$ cat src/rtl/core/redq_pkg.sv
// Types and constants shared by the RED queue modules.
`timescale 1ns / 1ps

package redq_pkg;

   localparam int HANDLE_W = 16;
   localparam int AVG_W    = 24;
   localparam int PROB_W   = 16;
   localparam int COUNT_W  = 16;
   localparam int THR_W    = 8;
   localparam int SHIFT_W  = 4;
   localparam int CAUSE_W  = 2;
   localparam int CSR_W    = 32;
   localparam int CSR_AW   = 5;

   // Serial arithmetic unit widths
   localparam int MUL_A_W = 24;
   localparam int MUL_B_W = 17;
   localparam int MUL_P_W = MUL_A_W + MUL_B_W;
   localparam int DIV_N_W = 24;
   localparam int DIV_D_W = 8;

   // One in unsigned Q0.16, held in 17 bits
   localparam logic [PROB_W:0] ONE_Q16 = 17'h1_0000;

   // Register reset values
   localparam logic [THR_W-1:0]   MIN_THR_RST   = 8'd30;
   localparam logic [THR_W-1:0]   MAX_THR_RST   = 8'd70;
   localparam logic [THR_W-1:0]   LIMIT_RST     = 8'd100;
   localparam logic [SHIFT_W-1:0] SHIFT_RST     = 4'd9;
   localparam logic [PROB_W-1:0]  MAX_PROB_RST  = 16'd6554;

   typedef enum logic [2:0] {
      CSR_MIN_THRESHOLD = 3'd0,
      CSR_MAX_THRESHOLD = 3'd1,
      CSR_QUEUE_LIMIT   = 3'd2,
      CSR_WEIGHT_SHIFT  = 3'd3,
      CSR_MAX_DROP_PROB = 3'd4
   } csr_index_type;

   typedef enum logic [CAUSE_W-1:0] {
      CAUSE_NONE    = 2'd0,
      CAUSE_EARLY   = 2'd1,
      CAUSE_AVG_MAX = 2'd2,
      CAUSE_FULL    = 2'd3
   } drop_cause_type;

   typedef enum logic {
      KIND_ENQUEUE = 1'b0,
      KIND_DEQUEUE = 1'b1
   } kind_type;

   typedef struct packed {
      logic                kind;
      logic [HANDLE_W-1:0] packet_handle;
      logic [PROB_W-1:0]   random_draw;
   } req_type;

   typedef struct packed {
      logic                accepted;
      logic [CAUSE_W-1:0]  drop_cause;
      logic                out_valid;
      logic [HANDLE_W-1:0] out_handle;
      logic [THR_W-1:0]    occupancy;
   } rsp_type;

   // Commands from the sequencer to the handle store
   typedef struct packed {
      logic push;
      logic pop;
   } fifo_cmd_type;

endpackage

$ cat src/rtl/core/red_early_drop_queue.sv
// Top level: RED admission sequencer, average filter, registers and result port.
`timescale 1ns / 1ps

// Packet-handle FIFO with Random Early Detection admission. Raise start with a
// request while busy is low; one result per request appears on rsp_data for a
// single cycle with rsp_strobe, in the first cycle that busy is low again. It
// cannot be stalled, so the receiver must take it in that cycle. A dequeue
// passes through S_DEQ and S_DEQ_OUT (only S_DEQ when empty); an enqueue whose
// average lies outside the min/max band passes through S_AVG, S_TEST and
// S_COMMIT. Inside the band the drop probability is worked out on one bit-serial
// multiplier (used two or three times) and one restoring divider, so such an
// enqueue waits on those serial units; the third product is skipped when
// count*pb reaches one and the drop is certain.
// Configuration goes through the APB-style port and must be written while
// busy is low and no result is pending.

module red_early_drop_queue #(
   parameter int DEPTH = 128
) (
   input  logic                             clock,
   input  logic                             reset,
   // request channel
   input  logic                             start,
   output logic                             busy,
   input  redq_pkg::req_type                req_data,
   // result channel
   output logic                             rsp_strobe,
   output redq_pkg::rsp_type                rsp_data,
   // configuration
   input  logic                             csr_psel,
   input  logic                             csr_penable,
   input  logic                             csr_pwrite,
   input  logic [redq_pkg::CSR_AW-1:0]      csr_paddr,
   input  logic [redq_pkg::CSR_W-1:0]       csr_pwdata,
   output logic [redq_pkg::CSR_W-1:0]       csr_prdata,
   output logic                             csr_pready
);

   localparam int FILL_W = $clog2(DEPTH+1);
   localparam int CMP_W  = (FILL_W > redq_pkg::THR_W) ? FILL_W : redq_pkg::THR_W;

   typedef enum logic [3:0] {
      S_IDLE,
      S_DEQ,
      S_DEQ_OUT,
      S_AVG,
      S_TEST,
      S_PB_MUL,
      S_PB_DIV,
      S_CP_MUL,
      S_RND_MUL,
      S_COMMIT
   } state_type;

   // Configuration registers
   logic [redq_pkg::THR_W-1:0]   min_ff;
   logic [redq_pkg::THR_W-1:0]   max_ff;
   logic [redq_pkg::THR_W-1:0]   limit_ff;
   logic [redq_pkg::SHIFT_W-1:0] shift_ff;
   logic [redq_pkg::PROB_W-1:0]  mdp_ff;
   logic                         csr_wr;

   // Sequencer state and datapath
   state_type                     state_ff, state_in;
   redq_pkg::req_type             req_ff, req_in;
   logic [redq_pkg::AVG_W-1:0]    avg_ff, avg_in;
   logic [redq_pkg::COUNT_W-1:0]  early_ff, early_in;
   logic [redq_pkg::CAUSE_W-1:0]  cause_ff, cause_in;
   logic [redq_pkg::PROB_W-1:0]   pb_ff, pb_in;
   logic                          mul_start_ff, mul_start_in;
   logic [redq_pkg::MUL_A_W-1:0]  mul_a_ff, mul_a_in;
   logic [redq_pkg::MUL_B_W-1:0]  mul_b_ff, mul_b_in;
   logic                          div_start_ff, div_start_in;
   logic [redq_pkg::DIV_N_W-1:0]  div_num_ff, div_num_in;
   logic [redq_pkg::DIV_D_W-1:0]  div_den_ff, div_den_in;
   logic                          rsp_strobe_ff, rsp_strobe_in;
   redq_pkg::rsp_type             rsp_ff, rsp_in;

   // Sub-unit connections
   redq_pkg::fifo_cmd_type        fifo_cmd;
   logic [FILL_W-1:0]             fill;
   logic [redq_pkg::HANDLE_W-1:0] rd_handle;
   logic                          mul_done;
   logic [redq_pkg::MUL_P_W-1:0]  mul_prod;
   logic                          div_done;
   logic [redq_pkg::DIV_N_W-1:0]  div_quo;

   // Average filter and admission terms
   logic [redq_pkg::AVG_W-1:0]    avg_dec;
   logic [redq_pkg::AVG_W-1:0]    inst_sh;
   logic [redq_pkg::AVG_W:0]      avg_sum;
   logic                          q_full;
   logic [redq_pkg::PROB_W:0]     one_minus_cp;
   logic [redq_pkg::PROB_W*2:0]   rnd_lhs;
   logic [redq_pkg::PROB_W*2:0]   rnd_rhs;

   //------------------------------------------------------------------
   // Configuration port
   //------------------------------------------------------------------
   assign csr_pready = 1'b1;
   assign csr_wr     = csr_psel & csr_penable & csr_pwrite & csr_pready;

   always_ff @(posedge clock) begin
      if (reset) begin
         min_ff   <= redq_pkg::MIN_THR_RST;
         max_ff   <= redq_pkg::MAX_THR_RST;
         limit_ff <= redq_pkg::LIMIT_RST;
         shift_ff <= redq_pkg::SHIFT_RST;
         mdp_ff   <= redq_pkg::MAX_PROB_RST;
      end else if (csr_wr) begin
         unique case (csr_paddr[4:2])
            redq_pkg::CSR_MIN_THRESHOLD: begin
               min_ff <= csr_pwdata[redq_pkg::THR_W-1:0];
            end
            redq_pkg::CSR_MAX_THRESHOLD: begin
               max_ff <= csr_pwdata[redq_pkg::THR_W-1:0];
            end
            redq_pkg::CSR_QUEUE_LIMIT: begin
               limit_ff <= csr_pwdata[redq_pkg::THR_W-1:0];
            end
            redq_pkg::CSR_WEIGHT_SHIFT: begin
               shift_ff <= csr_pwdata[redq_pkg::SHIFT_W-1:0];
            end
            redq_pkg::CSR_MAX_DROP_PROB: begin
               mdp_ff <= csr_pwdata[redq_pkg::PROB_W-1:0];
            end
            default: begin
            end
         endcase
      end
   end

   // Register read-back
   always_comb begin
      unique case (csr_paddr[4:2])
         redq_pkg::CSR_MIN_THRESHOLD: csr_prdata = redq_pkg::CSR_W'(min_ff);
         redq_pkg::CSR_MAX_THRESHOLD: csr_prdata = redq_pkg::CSR_W'(max_ff);
         redq_pkg::CSR_QUEUE_LIMIT:   csr_prdata = redq_pkg::CSR_W'(limit_ff);
         redq_pkg::CSR_WEIGHT_SHIFT:  csr_prdata = redq_pkg::CSR_W'(shift_ff);
         redq_pkg::CSR_MAX_DROP_PROB: csr_prdata = redq_pkg::CSR_W'(mdp_ff);
         default:                     csr_prdata = '0;
      endcase
   end

   //------------------------------------------------------------------
   // Sub-units
   //------------------------------------------------------------------
   redq_fifo #(
      .DEPTH (DEPTH)
   ) u_fifo (
      .clock     (clock),
      .reset     (reset),
      .cmd       (fifo_cmd),
      .wr_handle (req_ff.packet_handle),
      .fill      (fill),
      .rd_handle (rd_handle)
   );

   redq_mul_serial #(
      .A_W (redq_pkg::MUL_A_W),
      .B_W (redq_pkg::MUL_B_W)
   ) u_mul (
      .clock   (clock),
      .reset   (reset),
      .start   (mul_start_ff),
      .a       (mul_a_ff),
      .b       (mul_b_ff),
      .done    (mul_done),
      .product (mul_prod)
   );

   redq_div_serial #(
      .N_W (redq_pkg::DIV_N_W),
      .D_W (redq_pkg::DIV_D_W)
   ) u_div (
      .clock    (clock),
      .reset    (reset),
      .start    (div_start_ff),
      .numer    (div_num_ff),
      .denom    (div_den_ff),
      .done     (div_done),
      .quotient (div_quo)
   );

   //------------------------------------------------------------------
   // Datapath terms
   //------------------------------------------------------------------
   // avg' = avg - (avg >> s) + ((fill << 16) >> s); saturate to 24 bits
   assign avg_dec = avg_ff >> shift_ff;
   assign inst_sh = {redq_pkg::THR_W'(fill), {redq_pkg::PROB_W{1'b0}}} >> shift_ff;
   assign avg_sum = {1'b0, avg_ff} - {1'b0, avg_dec} + {1'b0, inst_sh};

   assign q_full = (CMP_W'(fill) >= CMP_W'(limit_ff)) || (CMP_W'(fill) >= CMP_W'(DEPTH));

   // 1 - count*pb, valid when count*pb is below one
   assign one_minus_cp = redq_pkg::ONE_Q16 - mul_prod[redq_pkg::PROB_W:0];

   // draw * (1 - count*pb) against pb scaled to Q16
   assign rnd_lhs = mul_prod[redq_pkg::PROB_W*2:0];
   assign rnd_rhs = {1'b0, pb_ff, {redq_pkg::PROB_W{1'b0}}};

   //------------------------------------------------------------------
   // Sequencer next state
   //------------------------------------------------------------------
   always_comb begin
      state_in      = state_ff;
      req_in        = req_ff;
      avg_in        = avg_ff;
      early_in      = early_ff;
      cause_in      = cause_ff;
      pb_in         = pb_ff;
      mul_start_in  = 1'b0;
      mul_a_in      = mul_a_ff;
      mul_b_in      = mul_b_ff;
      div_start_in  = 1'b0;
      div_num_in    = div_num_ff;
      div_den_in    = div_den_ff;
      rsp_strobe_in = 1'b0;
      rsp_in        = rsp_ff;
      fifo_cmd      = '0;

      unique case (state_ff)
         S_IDLE: begin
            if (start) begin
               req_in   = req_data;
               state_in = (req_data.kind == redq_pkg::KIND_DEQUEUE) ? S_DEQ : S_AVG;
            end
         end

         // Pop the head, or report an empty queue
         S_DEQ: begin
            if (fill != '0) begin
               fifo_cmd.pop = 1'b1;
               state_in     = S_DEQ_OUT;
            end else begin
               rsp_in.accepted   = 1'b0;
               rsp_in.drop_cause = redq_pkg::CAUSE_NONE;
               rsp_in.out_valid  = 1'b0;
               rsp_in.out_handle = '0;
               rsp_in.occupancy  = redq_pkg::THR_W'(fill);
               rsp_strobe_in     = 1'b1;
               state_in          = S_IDLE;
            end
         end

         S_DEQ_OUT: begin
            rsp_in.accepted   = 1'b0;
            rsp_in.drop_cause = redq_pkg::CAUSE_NONE;
            rsp_in.out_valid  = 1'b1;
            rsp_in.out_handle = rd_handle;
            rsp_in.occupancy  = redq_pkg::THR_W'(fill);
            rsp_strobe_in     = 1'b1;
            state_in          = S_IDLE;
         end

         // Update the moving average
         S_AVG: begin
            avg_in   = avg_sum[redq_pkg::AVG_W] ? '1 : avg_sum[redq_pkg::AVG_W-1:0];
            state_in = S_TEST;
         end

         // Threshold tests; inside the band start pb = (avg-min)*maxp/(max-min)
         S_TEST: begin
            if (avg_ff[redq_pkg::AVG_W-1:redq_pkg::PROB_W] < min_ff) begin
               early_in = '0;
               cause_in = redq_pkg::CAUSE_NONE;
               state_in = S_COMMIT;
            end else if (avg_ff[redq_pkg::AVG_W-1:redq_pkg::PROB_W] >= max_ff) begin
               cause_in = redq_pkg::CAUSE_AVG_MAX;
               state_in = S_COMMIT;
            end else begin
               if (early_ff != '1) begin
                  early_in = early_ff + 1'b1;
               end
               mul_start_in = 1'b1;
               mul_a_in     = {avg_ff[redq_pkg::AVG_W-1:redq_pkg::PROB_W] - min_ff,
                               avg_ff[redq_pkg::PROB_W-1:0]};
               mul_b_in     = {1'b0, mdp_ff};
               state_in     = S_PB_MUL;
            end
         end

         // Product ready: divide its upper part by (max - min)
         S_PB_MUL: begin
            if (mul_done) begin
               div_start_in = 1'b1;
               div_num_in   = mul_prod[redq_pkg::DIV_N_W+redq_pkg::PROB_W-1:redq_pkg::PROB_W];
               div_den_in   = max_ff - min_ff;
               state_in     = S_PB_DIV;
            end
         end

         // pb ready: form count * pb
         S_PB_DIV: begin
            if (div_done) begin
               pb_in        = div_quo[redq_pkg::PROB_W-1:0];
               mul_start_in = 1'b1;
               mul_a_in     = redq_pkg::MUL_A_W'(early_ff);
               mul_b_in     = redq_pkg::MUL_B_W'(div_quo[redq_pkg::PROB_W-1:0]);
               state_in     = S_CP_MUL;
            end
         end

         // count * pb of one or more drops for certain
         S_CP_MUL: begin
            if (mul_done) begin
               if (mul_prod[redq_pkg::PROB_W*2-1:redq_pkg::PROB_W] != '0) begin
                  early_in = '0;
                  cause_in = redq_pkg::CAUSE_EARLY;
                  state_in = S_COMMIT;
               end else begin
                  mul_start_in = 1'b1;
                  mul_a_in     = redq_pkg::MUL_A_W'(req_ff.random_draw);
                  mul_b_in     = one_minus_cp;
                  state_in     = S_RND_MUL;
               end
            end
         end

         // Random test: draw * (1 - count*pb) < pb
         S_RND_MUL: begin
            if (mul_done) begin
               if (rnd_lhs < rnd_rhs) begin
                  early_in = '0;
                  cause_in = redq_pkg::CAUSE_EARLY;
               end else begin
                  cause_in = redq_pkg::CAUSE_NONE;
               end
               state_in = S_COMMIT;
            end
         end

         // Full check, store the handle and report
         S_COMMIT: begin
            rsp_in.out_valid  = 1'b0;
            rsp_in.out_handle = '0;
            if (cause_ff != redq_pkg::CAUSE_NONE) begin
               rsp_in.accepted   = 1'b0;
               rsp_in.drop_cause = cause_ff;
               rsp_in.occupancy  = redq_pkg::THR_W'(fill);
            end else if (q_full) begin
               rsp_in.accepted   = 1'b0;
               rsp_in.drop_cause = redq_pkg::CAUSE_FULL;
               rsp_in.occupancy  = redq_pkg::THR_W'(fill);
            end else begin
               fifo_cmd.push     = 1'b1;
               rsp_in.accepted   = 1'b1;
               rsp_in.drop_cause = redq_pkg::CAUSE_NONE;
               rsp_in.occupancy  = redq_pkg::THR_W'(fill) + 1'b1;
            end
            rsp_strobe_in = 1'b1;
            state_in      = S_IDLE;
         end

         default: begin
            state_in = S_IDLE;
         end
      endcase
   end

   //------------------------------------------------------------------
   // Sequencer registers
   //------------------------------------------------------------------
   always_ff @(posedge clock) begin
      req_ff     <= req_in;
      cause_ff   <= cause_in;
      pb_ff      <= pb_in;
      mul_a_ff   <= mul_a_in;
      mul_b_ff   <= mul_b_in;
      div_num_ff <= div_num_in;
      div_den_ff <= div_den_in;
      rsp_ff     <= rsp_in;
      if (reset) begin
         state_ff      <= S_IDLE;
         avg_ff        <= '0;
         early_ff      <= '0;
         mul_start_ff  <= 1'b0;
         div_start_ff  <= 1'b0;
         rsp_strobe_ff <= 1'b0;
      end else begin
         state_ff      <= state_in;
         avg_ff        <= avg_in;
         early_ff      <= early_in;
         mul_start_ff  <= mul_start_in;
         div_start_ff  <= div_start_in;
         rsp_strobe_ff <= rsp_strobe_in;
      end
   end

   assign busy       = (state_ff != S_IDLE);
   assign rsp_strobe = rsp_strobe_ff;
   assign rsp_data   = rsp_ff;

endmodule

$ cat src/rtl/core/redq_fifo.sv
// Circular handle store with head/tail pointers and fill count.
`timescale 1ns / 1ps

module redq_fifo #(
   parameter int DEPTH = 128
) (
   input  logic                                clock,
   input  logic                                reset,
   input  redq_pkg::fifo_cmd_type              cmd,
   input  logic [redq_pkg::HANDLE_W-1:0]       wr_handle,
   output logic [$clog2(DEPTH+1)-1:0]          fill,
   output logic [redq_pkg::HANDLE_W-1:0]       rd_handle
);

   localparam int PTR_W  = $clog2(DEPTH);
   localparam int FILL_W = $clog2(DEPTH+1);

   logic [redq_pkg::HANDLE_W-1:0] mem [DEPTH];
   logic [PTR_W-1:0]              head_ff, head_in;
   logic [PTR_W-1:0]              tail_ff, tail_in;
   logic [FILL_W-1:0]             fill_ff, fill_in;
   logic [redq_pkg::HANDLE_W-1:0] rd_ff;

   // Pointer advance with wrap at the last entry
   always_comb begin
      head_in = head_ff;
      tail_in = tail_ff;
      fill_in = fill_ff;
      if (cmd.push) begin
         tail_in = (tail_ff == PTR_W'(DEPTH-1)) ? '0 : tail_ff + 1'b1;
         fill_in = fill_ff + 1'b1;
      end else if (cmd.pop) begin
         head_in = (head_ff == PTR_W'(DEPTH-1)) ? '0 : head_ff + 1'b1;
         fill_in = fill_ff - 1'b1;
      end
   end

   always_ff @(posedge clock) begin
      if (reset) begin
         head_ff <= '0;
         tail_ff <= '0;
         fill_ff <= '0;
      end else begin
         head_ff <= head_in;
         tail_ff <= tail_in;
         fill_ff <= fill_in;
      end
   end

   // Storage: one write port, registered read of the head
   always_ff @(posedge clock) begin
      if (cmd.push) begin
         mem[tail_ff] <= wr_handle;
      end
      if (cmd.pop) begin
         rd_ff <= mem[head_ff];
      end
   end

   assign fill      = fill_ff;
   assign rd_handle = rd_ff;

endmodule

$ cat src/rtl/core/redq_mul_serial.sv
// Bit-serial shift-and-add multiplier, one multiplier bit per cycle.
`timescale 1ns / 1ps

module redq_mul_serial #(
   parameter int A_W = 24,
   parameter int B_W = 17
) (
   input  logic               clock,
   input  logic               reset,
   input  logic               start,
   input  logic [A_W-1:0]     a,
   input  logic [B_W-1:0]     b,
   output logic               done,
   output logic [A_W+B_W-1:0] product
);

   localparam int CNT_W = $clog2(B_W+1);

   logic [A_W-1:0]     a_ff;
   logic [A_W+B_W-1:0] acc_ff, acc_in;
   logic [CNT_W-1:0]   cnt_ff, cnt_in;
   logic               run_ff, run_in;
   logic               done_ff, done_in;
   logic [A_W:0]       sum;

   // Upper half accumulates, lower half shifts out the multiplier bits
   assign sum = {1'b0, acc_ff[A_W+B_W-1:B_W]} + (acc_ff[0] ? {1'b0, a_ff} : '0);

   always_comb begin
      acc_in  = acc_ff;
      cnt_in  = cnt_ff;
      run_in  = run_ff;
      done_in = 1'b0;
      if (start) begin
         acc_in = {{A_W{1'b0}}, b};
         cnt_in = CNT_W'(B_W);
         run_in = 1'b1;
      end else if (run_ff) begin
         acc_in = {sum, acc_ff[B_W-1:1]};
         cnt_in = cnt_ff - 1'b1;
         if (cnt_ff == CNT_W'(1)) begin
            run_in  = 1'b0;
            done_in = 1'b1;
         end
      end
   end

   always_ff @(posedge clock) begin
      acc_ff <= acc_in;
      cnt_ff <= cnt_in;
      if (start) begin
         a_ff <= a;
      end
      if (reset) begin
         run_ff  <= 1'b0;
         done_ff <= 1'b0;
      end else begin
         run_ff  <= run_in;
         done_ff <= done_in;
      end
   end

   assign done    = done_ff;
   assign product = acc_ff;

endmodule

$ cat src/rtl/core/redq_div_serial.sv
// Restoring divider, one quotient bit per cycle.
`timescale 1ns / 1ps

module redq_div_serial #(
   parameter int N_W = 24,
   parameter int D_W = 8
) (
   input  logic           clock,
   input  logic           reset,
   input  logic           start,
   input  logic [N_W-1:0] numer,
   input  logic [D_W-1:0] denom,
   output logic           done,
   output logic [N_W-1:0] quotient
);

   localparam int CNT_W = $clog2(N_W+1);

   logic [D_W-1:0]   den_ff;
   logic [D_W-1:0]   rem_ff, rem_in;
   logic [N_W-1:0]   quo_ff, quo_in;
   logic [CNT_W-1:0] cnt_ff, cnt_in;
   logic             run_ff, run_in;
   logic             done_ff, done_in;
   logic [D_W:0]     shifted;
   logic [D_W+1:0]   diff;
   logic             ge;

   // Trial subtract of the divisor from the shifted partial remainder
   assign shifted = {rem_ff, quo_ff[N_W-1]};
   assign diff    = {1'b0, shifted} - {2'b00, den_ff};
   assign ge      = ~diff[D_W+1];

   always_comb begin
      rem_in  = rem_ff;
      quo_in  = quo_ff;
      cnt_in  = cnt_ff;
      run_in  = run_ff;
      done_in = 1'b0;
      if (start) begin
         rem_in = '0;
         quo_in = numer;
         cnt_in = CNT_W'(N_W);
         run_in = 1'b1;
      end else if (run_ff) begin
         rem_in = ge ? diff[D_W-1:0] : shifted[D_W-1:0];
         quo_in = {quo_ff[N_W-2:0], ge};
         cnt_in = cnt_ff - 1'b1;
         if (cnt_ff == CNT_W'(1)) begin
            run_in  = 1'b0;
            done_in = 1'b1;
         end
      end
   end

   always_ff @(posedge clock) begin
      rem_ff <= rem_in;
      quo_ff <= quo_in;
      cnt_ff <= cnt_in;
      if (start) begin
         den_ff <= denom;
      end
      if (reset) begin
         run_ff  <= 1'b0;
         done_ff <= 1'b0;
      end else begin
         run_ff  <= run_in;
         done_ff <= done_in;
      end
   end

   assign done     = done_ff;
   assign quotient = quo_ff;

endmodule

$ cat config.mk
export PLATFORM = sky130hd
export DESIGN_NAME = red_early_drop_queue
export DESIGN_NICKNAME = d
export VERILOG_FILES = /design/src/rtl/core/redq_pkg.sv /design/src/rtl/core/red_early_drop_queue.sv /design/src/rtl/core/redq_fifo.sv /design/src/rtl/core/redq_mul_serial.sv /design/src/rtl/core/redq_div_serial.sv
export SDC_FILE = /design/constraint.sdc
export NUM_CORES = 2
export LEC_CHECK = 0
export BUFFER_PORTS_ARGS = -buffer_cell sky130_fd_sc_hd__buf_2
export CAP_MARGIN = 30
export CORE_UTILIZATION = 48
export DETAILED_ROUTE_END_ITERATION = 8
export PLACE_DENSITY = 0.66
export SLEW_MARGIN = 20
export SYNTH_ARGS = -nofsm -noshare
export SYNTH_HDL_FRONTEND = slang
export SYNTH_SLANG_ARGS = --single-unit
export TNS_END_PERCENT = 100
$ cat constraint.sdc
create_clock -name clock -period 6 [get_ports clock]
set_input_delay 0.6 -clock clock [delete_from_list [all_inputs] [get_ports clock]]
set_output_delay 0.6 -clock clock [all_outputs]
set_load 0.03 [all_outputs]
Word-level counts from Yosys, hierarchy flattened --
Memories as Yosys holds them, arrays and structs flattened. A register that Yosys moved wholly into a read port is not among the register bits. Cells that the tools add are included.
Storage, ports and cells: register bits after elaboration 383, bits in writable memories 2048, input port bits 76, output and inout port bits 63, memories 1
Operators by class: add/subtract/negate cells 14, order comparisons 5, equality and inequality tests 32, shifts and indexed selects 2, mux-type cells 80, bitwise operators 7, reductions and logical operators 31
Memories:
- u_fifo.mem | depth 128, width 16, read ports 1, clocked after memory_dff 1, wr ports 1, line redq_fifo.sv:18 | logic [redq_pkg::HANDLE_W-1:0] mem [DEPTH];
Operators with widths (number):
- $mux 24 | 9
- $mux 17 | 7
- $mux 16 | 7
- $pmux 28 s3 | 1
- $pmux 16 s5 | 1
- $pmux 24 s3 | 1
- $pmux 17 s3 | 1
- $pmux 16 s3 | 1
- $shr 24x4->24 | 2
- $mux 8 | 5
- $lt 33x32->1 | 1
- $pmux 4 s8 | 1
- $mux 28 | 1
- $mux 4 | 7
- $add 24x24->25 | 1
- $add 25x24->25 | 1
- $sub 24x24->25 | 1
- $mux 1 | 24
- $reduce_and 2->1 | 10
- $sub 17x17->17 const A | 1
- $add 16x1->16 const B | 1
- $eq 4x3->1 const B | 4
- $ge 8x8->1 | 2
- $ne 16x16->1 const B | 1
- 40 further kinds | 80

Depth between registers and ports, before layout --
depth in word-level cells 7, depth in mapped cells 21

By module --
A second synthesis with hierarchy kept.
Unflattened totals: cells, all modules 5978, area total of the unflattened synthesis 101576.2 um^2
By module, submodules not included:
- redq_fifo | times used 1, cells an instance 3899, area each 80584.8 um^2, sequential area each 62419.9 um^2
- red_early_drop_queue | times used 1, cells an instance 1511, area each 14622.8 um^2, sequential area each 6356.1 um^2
- redq_mul_serial | times used 1, cells an instance 384, area each 4081.4 um^2, sequential area each 1851.8 um^2
- redq_div_serial | times used 1, cells an instance 184, area each 2287.2 um^2, sequential area each 1261.2 um^2

Worst setup path before layout --
OpenSTA, ideal clock, no wires.
kind reg-to-reg, from reg shift_ff[0] (netlist bit), to reg avg_ff[10] (netlist bit), library setup time 0.122 ns, arrival time 4.673 ns, path slack 1.205 ns, cell stages (with the launch flop) 20, cells stage by stage dfxtp_1 -> clkbuf_1 -> buf_1 -> clkbuf_1 -> o21ai_0 -> o21ai_0 -> nor2_1 -> o31a_1 -> fa_1 -> inv_1 -> ha_1 -> a21o_1 -> or3_1 -> o21a_1 -> o211a_1 -> a21oi_1 -> a31oi_1 -> mux2i_1 -> buf_2 -> a21oi_1
Between the ends: word-level cells in the longest chain between the ends 4, elaborated cells on any way between the ends 5, classes of those cells add/sub: 2; shift: 2; mux: 1
Ends and longest elaborated chain:
- start: declaration | line red_early_drop_queue.sv:59 | logic [redq_pkg::SHIFT_W-1:0] shift_ff;
- start signal: assignment | line red_early_drop_queue.sv:108 | shift_ff <= redq_pkg::SHIFT_RST;
- start signal: assignment | line red_early_drop_queue.sv:122 | shift_ff <= csr_pwdata[redq_pkg::SHIFT_W-1:0];
- $shr 24x4->24 | line red_early_drop_queue.sv:189 | assign avg_dec = avg_ff >> shift_ff;
- $sub 24x24->25 | line red_early_drop_queue.sv:191 | assign avg_sum = {1'b0, avg_ff} - {1'b0, avg_dec} + {1'b0, inst_sh};
- $add 25x24->25 (*) | line red_early_drop_queue.sv:191
- $mux 24 (*) | line red_early_drop_queue.sv:258 | avg_in = avg_sum[redq_pkg::AVG_W] ? '1 : avg_sum[redq_pkg::AVG_W-1:0];
- end signal: assignment | line red_early_drop_queue.sv:382 | avg_ff <= avg_in;
- end: declaration | line red_early_drop_queue.sv:66 | logic [redq_pkg::AVG_W-1:0] avg_ff, avg_in;
Every way passes the cells marked *; elsewhere a longest branch is shown, timed or not. A chain may end at the register's enable or synchronous reset.

Worst setup path in the final report --
from reg shift_ff[0] (netlist bit), to reg avg_ff[9] (netlist bit)
The elaborated chain is that of the path after synthesis.

==> results.md <==
* Status: finished, final reports clean
* Tcrit/Tclk final at 89.8%
* Metal2 WL at around 110 mm
* Type of the worst min-delay path: in -> reg
* Combinational family with the most area after synthesis: multiplexers
* List of most frequent post-synthesis cells: edfxtp_1, mux4_2, nor2_1
* Top-level port count at between 100 and 150
* Adder and majority gate portion of the synthesized area at 1.97%
* Post-Synth XOR/XNOR Area at 0.744%
* Net count, final at 5809
* Setup TNS at 0 ns
* Clock buffer depth at 3
* Die ar. at between 200000 and 250000 sq um
* Max incr delay on CP at between 0.7 and 0.8 ns
* Chip Width at about 460 um
* GRT Total Usage at about 22%
* Initial antenna violation count at 13
* Dpl cells at 8089
* # fillers at roughly 16k
* H-tree lvl count at 4
* Post-CTS sizing at 0
* DP Area at 105000 sq um
* Met3 WL at ~16 mm
* Root Buffer: clkbuf_16
* Area Growth Syn to Fin at 13.0%
* Max Used Layer: met5
* Worst Max-Slew Pin Slew at about 1.0 ns
* Crit path time final at ~5.4 ns
* Drt total wl at ~230 mm
* Post-synth EDFFs at 2288
* TritonCTS clock tree: done
* Die Y at roughly 460 um
* Storage cell area at slightly above 70000 sq um
* Post-route insts no fill at roughly 8.6k
* Synth Area in Compound Gates at about 3.2%
* Crit-path cells: buf_4 > mux2i_1 > nand2_1 > o21ai_0 > nor2_1 > o31a_1 > fa_1 > inv_1 > ha_1 > a21o_1 > or3_1 > o21a_1 > o211a_1 > a21oi_1 > a31oi_1 > mux2i_2 > buf_4 > a41oi_1
* Most used flip-flop cell after synthesis: edfxtp_1
* Post-synthesis cell area at around 100000 sq um
* Largest area contributor in the netlist: edfxtp_1
* Crit path launch: shift_ff[0]
* Area of the multi-input gates at about 26000 sq um
* PD cells at 376 nW/um^2
* Crit end category: flop
* Cells after Synth at approximately 5.2k
* Critical Path Most Common Cell: buf_4
* Final Hold Fails at 0
* First-pass GRT wire length at roughly 340 mm
* Mux contribution to synthesized area at around 17%
* Port Buffers at around 100
* Post-route DRC at 0
* Worst path buffer plus inverter count at 3
* Ys Warns at 0
* Average wire per standard cell at ~27 um
* Clk sinks at roughly 2.4k
* Final HPWL DP at 144 mm
* Clock latency on the worst-skew pair at roughly 0.9 ns
* Share of layout cells above drive strength 1 at between 20% and 30%
* Via count at just over 50k
* Max Cap Viol at 0
* Startpoint Class: flop
* Number of cell rows at 167
* Leakage at ~0.036 uW
* Worst hold start: csr_pwdata[1]
* Starting density of the core at roughly half
* Vias per cell at a little under 6
* Sequential element share of the synthesized area at 71.8%
* CTS buffer count at 233
* Total gr overflow at 0
* Largest cells by area after synthesis: edfxtp_1, mux4_2, dfxtp_1, ha_1, nor2_1
* Syn avg cell area at 19.1 sq um
* Final setup viols at 0
* Final ANT Viol Nets at 0
* Slowest cell on crit path: dfxtp_2
* Slew margin rel. at about 31%
* Top cell type's share of synthesized area at about 69%
* Final Cell Area at approximately 110000 sq um
* Wire length on met1 at a little over 100 mm
* Critical path's top delay family: compound AO/OA/AOI/OAI gates
* Asr flop ratio synth at 0%
* Post-route clock skew at 0.0590 ns
* Worst EP arrival at just over 6 ns
* Core area at between 200000 and 250000 sq um
* Max VDD drop at ~0.00039 V
* RSZ-0062 raised after global routing: false
* Largest net degree at the start of global routing at 97
* DR pass1 iterations at 6
* Max Slew Vio Count at 0
* Synthesized flop and latch total at between 2k and 2.5k
* GPL Wtd Cong at just under 0.9
* Worst-path maximum fanout at 26
* Most common cell in the synthesized netlist: edfxtp_1
* 1st-iter DRT viols at 5626
* Clk pin slew, worst setup/hold paths at 0.06 ns
* Synth Area in Simple Gates at under 10%
* Distinct cells, synth at 77
* Fmax achieved at between 150 and 200 MHz
* Required @ worst endpoint at 6.71 ns
* Reg-to-Reg Start: shift_ff[0]
* Critical path class: reg -> reg
* Vias in the first global route at around 50k
[worst paths after layout]
check             slack (ns)              end  cells after the start
hold reg to reg         0.42  u_div.den_ff[0]                      0
setup reg to reg        0.61        avg_ff[9]                     18
setup / recovery        0.61        avg_ff[9]                     18
hold / removal          0.06        mdp_ff[1]                      3
[registers in the layout, indices dropped and copies added (netlist names), 8 cells and up]
signal            cells
early_ff             16
pb_ff                16
avg_ff               24
div_num_ff           24
mdp_ff               16
limit_ff              8
div_den_ff            8
mul_b_ff             17
u_mul.product        41
u_fifo.fill           8
req_ff               32
u_fifo.mem         2048
mul_a_ff             24
u_div.rem_ff          8
u_div.quotient       24
u_div.den_ff          8
max_ff                8
rsp_data             28
u_fifo.rd_handle     16
u_mul.a_ff           24
min_ff                8
[cells in the final DEF, fill, tap and decap left out, types with 28 or more instances in the layout]
| cell type | count |
|---|---|
| a21o_1 | 29 |
| a21oi_1 | 132 |
| and2_1 | 52 |
| buf_2 | 103 |
| buf_4 | 209 |
| clkbuf_1 | 59 |
| clkbuf_16 | 238 |
| clkinv_1 | 58 |
| clkinv_2 | 38 |
| dfxtp_1 | 151 |
| dlygate4sd3_1 | 47 |
| edfxtp_1 | 2288 |
| fa_1 | 28 |
| ha_1 | 113 |
| inv_1 | 162 |
| mux2_2 | 63 |
| mux2i_1 | 69 |
| mux4_2 | 681 |
| nand2_1 | 196 |
| nand3_1 | 65 |
| nor2_1 | 295 |
| nor3_1 | 41 |
| o211ai_1 | 30 |
| o21ai_0 | 117 |
| xnor2_1 | 50 |
| xor2_1 | 35 |
[metrics by stage]
step	hold WS [ns]	setup slack [ns]	utilization [%]	total power, uW
after floorplan	0.400	1.20	-	26100
after global placement	0.408	0.819	50.7	28400
after detailed placement	0.408	0.733	50.7	28500
after CTS	0.00598	0.688	54.5	42700
after global routing	0.0379	0.290	54.6	44000
final	0.0639	0.613	54.6	42500
[logic make-up (layout without fill, tap and decap cells)]
family,after synthesis,after routing
AO/OA/AOI/OAI,489,489
XOR/XNOR,85,85
adder cells (fa/ha/maj),141,141
buffers and inverters,451,989
flip-flops,2447,2447
multiplexers,814,814
other,2,26
AND/OR/NAND/NOR,806,806
[power by group]
| part | internal, uW | leakage [uW] | switching (uW) |
|---|---|---|---|
| Combinational | 3480 | 0.0105 | 4730 |
| Clock | 8000 | 0.00362 | 6310 |
| Sequential | 19700 | 0.0219 | 270 |
[layout make-up]
class,count,area share (%)
sequential,2447,63.6
multi-input combinational,2352,23.4
clock buffer,304,5.55
tap,2788,3.08
timing repair buffer,390,2.80
clock inverter,127,1.02
inverter,168,0.558
antenna,9,0.0199
[repair_timing]
| action | CTS | global route |
|---|---|---|
| setup buffers | 0 | 0 |
| hold endpoints to repair | 54 | 0 |
| endpoints found under the setup margin | 0 | 0 |
| hold buffers | 47 | 0 |
[per-layer routing]
layer | track usage [%] | up-vias
li1 | - | 21888
met1 | 32.7 | 27025
met2 | 34.6 | 1881
met3 | 3.44 | 289
met4 | 6.65 | 2
met5 | 0 | -
[worst register-to-register path: cells and delay by family (launching register included)]
kind / cells / cell delay [ns]
muxes: 2 / 0.67
AOI/OAI and AO/OA: 8 / 1.84
and+or+nand+nor: 3 / 0.45
adders and majority gates: 2 / 0.83
DFF: 1 / 0.71
buffers and inverters: 3 / 0.72
Power figures use the tool's default switching activity.
